## src/hw/rtl/sacl_pkg.sv

```systemverilog
// ----------------------------------------------------------------------------
// sacl_pkg: shared types and constants of the cache tag store
// Opcodes, sequencer states, register map and the item field widths.
// ----------------------------------------------------------------------------
package sacl_pkg;

  localparam int ADDR_W     = 32;
  localparam int TAG_W      = 32;
  localparam int OP_W       = 2;
  localparam int WSEL_W     = 2;
  localparam int WOUT_W     = 2;
  localparam int OFS_W      = 5;
  localparam int IDX_W      = 3;
  localparam int SHAMT_W    = 6;
  localparam int CFG_AW     = 3;
  localparam int CFG_DW     = 32;
  localparam int IN_DATA_W  = 40;
  localparam int IN_PAD_W   = IN_DATA_W - ADDR_W - WSEL_W - 1;
  localparam int OUT_DATA_W = 40;
  localparam int OUT_PAD_W  = OUT_DATA_W - TAG_W - WOUT_W - 2;

  localparam logic [OFS_W-1:0] OFS_RST = 5'd8;
  localparam logic [IDX_W-1:0] IDX_RST = 3'd2;

  typedef enum logic [OP_W-1:0] {
    OP_LOOKUP = 2'd0,
    OP_VICTIM = 2'd1,
    OP_FILL   = 2'd2,
    OP_TOUCH  = 2'd3
  } op_t;

  typedef enum logic [2:0] {
    ST_CLEAR,
    ST_IDLE,
    ST_DECODE,
    ST_READ,
    ST_SCAN,
    ST_WRITE,
    ST_DONE
  } state_t;

  typedef enum logic {
    REG_OFFSET = 1'b0,
    REG_INDEX  = 1'b1
  } reg_idx_t;

  typedef struct packed {
    logic eq;
    logic gt;
  } cmp_res_t;

endpackage

```

## src/hw/rtl/sacl_cmp_unit.sv

```systemverilog
// ----------------------------------------------------------------------------
// sacl_cmp_unit: shared compare and increment unit
// Compares tags or ages, one way per step, and forms the aged value.
// ----------------------------------------------------------------------------
module sacl_cmp_unit import sacl_pkg::*; (
  input  logic [TAG_W-1:0] a_i,
  input  logic [TAG_W-1:0] b_i,
  output cmp_res_t         res_o,
  output logic [TAG_W-1:0] inc_o
);

  assign res_o.eq = (a_i == b_i);
  assign res_o.gt = (a_i > b_i);
  assign inc_o    = a_i + TAG_W'(1);

endmodule

```

## config.mk

```make
export PLATFORM = sky130hd
export DESIGN_NAME = sacl_cmp_unit
export DESIGN_NICKNAME = d
export VERILOG_FILES = /design/src/hw/rtl/sacl_pkg.sv /design/src/hw/rtl/sacl_cmp_unit.sv
export SDC_FILE = /design/constraint.sdc
export NUM_CORES = 1
export LEC_CHECK = 0
export ABC_AREA = 1
export BUFFER_PORTS_ARGS = -buffer_cell sky130_fd_sc_hd__buf_2
export CORE_UTILIZATION = 49
export DETAILED_ROUTE_END_ITERATION = 10
export PLACE_DENSITY = 0.87
export SLEW_MARGIN = 20
export SYNTH_ARGS = -nofsm -noshare
export SYNTH_HDL_FRONTEND = slang
export SYNTH_SLANG_ARGS = --single-unit
```

## constraint.sdc

```tcl
create_clock -name vclk -period 3.3
set_input_delay 0.495 -clock vclk [all_inputs]
set_output_delay 0.495 -clock vclk [all_outputs]
set_load 0.02 [all_outputs]
```

==> results of run 1 <==
layout make-up:
type | count | area, µm²
Inverter | 56 | 210
Multi-Input combinational cell | 219 | 1410
Tap cell | 44 | 55.1
Fill cell | 312 | 933
Timing Repair Buffer | 98 | 490
worst max path at each step:
stage | from | end | slack (ps) | cells after the start
2_1_floorplan | a_i[0] | inc_o[24] | 1100 | 7
3_3_place_gp | a_i[30] | res_o[0] | 870 | 9
3_5_place_dp | a_i[30] | res_o[0] | 850 | 9
4_1_cts | a_i[30] | res_o[0] | 850 | 9
5_1_grt | a_i[30] | res_o[0] | 690 | 9
6_report | a_i[0] | inc_o[24] | 870 | 9
per-layer routing:
layer / routed length, µm / part of all wire / vias up / GRT usage
li1: - / - / 1079 / -
met1: 1930 / 0.45 / 867 / 0.328
met2: 2060 / 0.48 / 75 / 0.483
met3: 274 / 0.064 / 0 / 0.00437
met4: 0 / 0 / 0 / 0
met5: 0 / 0 / - / 0
cell families after synthesis:
logic type / synth area share
simple gates: 0.398
xor+xnor: 0.156
fa+ha+maj: 0.254
compound gates: 0.0616
buf+inv: 0.129
power by group:
part           total (µW)  leakage, µW  switching (µW)  internal (µW)
registers               0            0               0              0
clock network           0            0               0              0
logic                 242      0.00130             144           97.8
total                 242      0.00130             144           97.8
worst min-delay path: stages:
cell   delay [ps]
buf_2         110
inv_1          50
buf_2         150
stage by stage:
stage               worst slack (ps)   util
floorplan                       1100      -
global placement                 869  0.699
detailed placement               852  0.699
CTS                              851  0.699
global route                     688  0.699
finish                           867  0.699
placed cells by master (no fill, tap or decap):
| master | synthesis | layout |
|---|---|---|
| ha_1 | 33 | 33 |
| inv_2 | 1 | 1 |
| and3_1 | 1 | 1 |
| nand2_1 | 65 | 65 |
| nor2_1 | 26 | 26 |
| nand3b_1 | 1 | 1 |
| o21bai_1 | 1 | 1 |
| nor3_2 | 1 | 1 |
| nor3_4 | 1 | 1 |
| nor2_2 | 4 | 4 |
| nor4_1 | 1 | 1 |
| inv_1 | 55 | 55 |
| nand3_1 | 6 | 6 |
| xnor2_1 | 10 | 10 |
| nand3_2 | 4 | 4 |
| xor2_1 | 19 | 19 |
| nor2_4 | 1 | 1 |
| nor3_1 | 13 | 13 |
| a21oi_1 | 13 | 13 |
| nand4_1 | 13 | 13 |
| o21ai_0 | 4 | 4 |
| buf_2 | 0 | 98 |
| nand2_2 | 1 | 1 |
| a21o_1 | 1 | 1 |
==> key figures, run 1 <==
Layout
  – Fraction of layout cells with a size suffix above 1: 0.298
  – Area Growth Syn to Fin: 33.6%
  – Storage cell area: 0 µm²
  – Nets: 472
  – Final Instance Count excl. Fillers: 417
  – # clk buffers: 0
  – Cell area after layout: 2170 µm²
  – Inserted Diodes: 0
  – Seq cells: 0

GRT
  – Initial antenna violation count: 0
  – First-pass GRT wire length: 7.09 mm
  – Vias in the first global route: 1758
  – Total grt overflow: 0
  – GRT Overall Usage: 0.251
  – Largest net degree at the start of global routing: 7

STA
  – Hold Slack: 1300 ps
  – Final Hold Vio Count: 0
  – Max Transition Viols Final: 0
  – Max-Slew Margin vs Limit: 0.713
  – F_max: 411 MHz
  – Final setup vio count: 0
  – Period utilization: 0.737
  – Worst Tran Pin Value: 426 ps
  – Unrepaired setup endpoints after global routing: no
  – Setup tns final: 0 ps
  – Final min period: 2430 ps

Synth
  – Yosys top cell by area: ha_1
  – Top post-synthesis cells by area: ha_1, nand2_1, inv_1
  – Most frequent cell after synthesis: nand2_1
  – Synth cell count leaders: nand2_1, inv_1, ha_1, nor2_1, xor2_1
  – Syn Nets: 372
  – Register area share after synthesis: 0
  – Avg Inst Size Synth: 5.91 µm²
  – Yosys synthesis warning count: 0
  – Synth Cell Area: 1620 µm²
  – Synth top area share: 0.254
  – Mapped Cells: 275
  – Unique masters post-synth: 23

Worst setup path
  – Data required, critical path: 2800 ps
  – Most used cell, CP: buf_2
  – Critical-path cell list: buf_2 > ha_1 > nand3_2 > nor2_4 > nand4_1 > nor2_2 > nand2_1 > xnor2_1 > buf_2
  – Type of origin of the critical path: input port
  – CP endpoint kind: output pin
  – CP arrival: 1940 ps
  – Slowest stage cell, crit path: nand4_1
  – CP max FO: 4
  – Crit path largest cell delay: 220 ps
  – Crit path max-delay family: simple AND/OR/NAND/NOR gates
  – Buf+Inv Stages, Crit Path: 2
  – Worst setup path class: input port to output pin

Placement
  – DP HPWL: 3.96 mm
  – Port Buffer Count: 98
  – Cell Area, Placed: 2170 µm²
  – RD Place Congestion: 0.896
  – Placed insts: 417

Worst hold path
  – Hold depth: 3
  – Tightest Hold Check Type: input port to output pin
  – Hold path endpoint: inc_o[0]
  – Hold Crit Start: a_i[0]

Floorplan
  – Core box area: 3100 µm²
  – Io pins: 98
  – Die ar.: 3550 µm²
  – Die X: 59.6 µm
  – Die height: 59.6 µm
  – Placement Rows: 20
  – Starting Density: 0.523

Job
  – Number of max-cap violations: 0

Route
  – Post-DR wirelength/cell: 10.2 µm
  – TritonRoute pass-1 iters: 4
  – # DRC: 0
  – Routed wire length: 4.27 mm
  – DRT antenna net count: 0
  – Iter 0 DRT Violations: 79
  – Routed vias: 2021
  – Via density: 4.85

Pwr
  – Pleak: 0.00130 µW
  – Total power: 242 µW
  – Max IR drop VDD: 67.4 µV
  – PD cells: 112 nW/µm²

CTS
  – Cts hold-fix bufs: 0
  – CTS resizes: 0
  – # Post-CTS Setup Buffers: 0

Run status
  – Outcome: complete, no violations
(Power assumes the default switching activity.)
==> inputs of run 2 (changes only) <==
- CORE_UTILIZATION: 49 -> 42
- PLACE_DENSITY: 0.87 -> 0.79
- clock period: 3.3 -> 2.2 ns (I/O delays scaled with it)
==> run 2 against run 1 <==
Net effect:
- count of clock-buffer cells in the layout unchanged
- global-route usage decreased by 3.4 points
- critical path depth decreased by 1
- via count increased by 0.30%
- hold slack got worse by 330 ps
- non-clock buffer count increased by 2
- first-iteration DRC count decreased by 8.9%
- final cell count increased by 1.4%
==> key figures, run 2 (synthesis gave the netlist of run 1 again) <==
Run status
  – Outcome: complete, no violations

Layout
  – Cell area after layout: 2190 µm²
  – Multi-input logic area: 1420 µm²
  – Most common cell after layout, fill and taps aside: buf_2
  – Nets: 474
  – Most frequent cells in the layout: buf_2, nand2_1, inv_1
  – Seq cells: 0
  – # clk buffers: 0
  – Layout fillers: 386
  – Fraction of layout cells with a size suffix above 1: 0.304
  – Area Growth Syn to Fin: 35.1%
  – Inserted Diodes: 0
  – Storage cell area: 0 µm²

Placement
  – RD Place Congestion: 0.886
  – DP HPWL: 4.21 mm
  – Port Buffer Count: 98
  – Cell Area, Placed: 2190 µm²

Job
  – Number of max-cap violations: 0

Route
  – DRT antenna net count: 0
  – Iter 0 DRT Violations: 72
  – Routed wire length: 4.48 mm
  – # DRC: 0
  – TritonRoute pass-1 iters: 5
  – Via density: 4.79
  – Post-DR wirelength/cell: 10.6 µm
  – Routed vias: 2027

Pwr
  – PD cells: 168 nW/µm²
  – Max IR drop VDD: 89.3 µV
  – Pleak: 0.00131 µW

STA
  – Max-Slew Margin vs Limit: 0.719
  – Final min period: 2100 ps
  – Worst Tran Pin Value: 418 ps
  – Period utilization: 0.953
  – Final Hold Vio Count: 0
  – Unrepaired setup endpoints after global routing: no
  – Setup tns final: 0 ps
  – F_max: 477 MHz
  – Final setup vio count: 0
  – Hold Slack: 972 ps
  – Max Transition Viols Final: 0

Worst setup path
  – Type of origin of the critical path: input port
  – CP endpoint kind: output pin
  – Data required, critical path: 1870 ps
  – CP arrival: 1770 ps
  – Worst setup path class: input port to output pin
  – CP max FO: 4

GRT
  – GRT Overall Usage: 0.216
  – Vias in the first global route: 1809
  – Total grt overflow: 0
  – Largest net degree at the start of global routing: 7
  – First-pass GRT wire length: 7.36 mm
  – Initial antenna violation count: 0

Floorplan
  – Die X: 64.2 µm
  – Core box area: 3690 µm²
  – Die ar.: 4120 µm²
  – Io pins: 98
  – Starting Density: 0.440
  – Die height: 64.2 µm
  – Placement Rows: 22

CTS
  – # Post-CTS Setup Buffers: 0

Worst hold path
  – Hold depth: 3
  – Hold path endpoint: inc_o[0]
  – Hold Crit Start: a_i[0]
  – Tightest Hold Check Type: input port to output pin
run 2: worst max-delay path, cell delays in order:
cell     delay, ps
buf_2          110
ha_1           200
nand3_2        160
nor2_4         170
nand4_1        200
nor2_1         200
xor2_1         190
buf_2          190
run 2: per-stage QoR:
step	std cells	util	worst slack (ps)	power, µW
5_1_grt	423	0.595	1.66	419
3_5_place_dp	423	0.594	96.0	371
4_1_cts	423	0.594	95.5	372
2_1_floorplan	275	-	328	212
3_3_place_gp	423	0.594	94.2	363
6_report	423	0.595	103	370
run 2: how the worst max path moves through the flow:
stage | start | end | slack [ps] | cells after the start
global placement | a_i[30] | res_o[0] | 90 | 9
CTS | a_i[29] | res_o[0] | 100 | 9
finish | a_i[1] | inc_o[26] | 100 | 8
global route | a_i[1] | inc_o[26] | 2 | 8
floorplan | a_i[0] | inc_o[24] | 330 | 7
detailed placement | a_i[29] | res_o[0] | 100 | 9
run 2: power by group:
| group | switching, µW | internal [µW] | leakage [µW] | total, µW |
|---|---|---|---|---|
| registers | 0 | 0 | 0 | 0 |
| clock network | 0 | 0 | 0 | 0 |
| logic | 220 | 149 | 0.00131 | 370 |
| total | 220 | 149 | 0.00131 | 370 |
run 2: layout make-up:
| class | instances | area share |
|---|---|---|
| Inverter | 56 | 0.0958 |
| Multi-Input combinational cell | 219 | 0.647 |
| Tap cell | 48 | 0.0274 |
| Timing Repair Buffer | 100 | 0.230 |
run 2: timing repair:
| action | in CTS | in global routing |
|---|---|---|
| setup endpoints to repair | 0 | 1 |
| resized for setup | 0 | 1 |
| hold buffers | 0 | 0 |
run 2: layer usage:
| metal | GRT usage | wire length, µm | vias up |
|---|---|---|---|
| met1 | 0.273 | 2000 | 880 |
| met4 | 0 | 0 | 0 |
| met2 | 0.416 | 2200 | 63 |
| met3 | 0.0179 | 286 | 0 |
| li1 | - | - | 1084 |
| met5 | 0 | 0 | - |
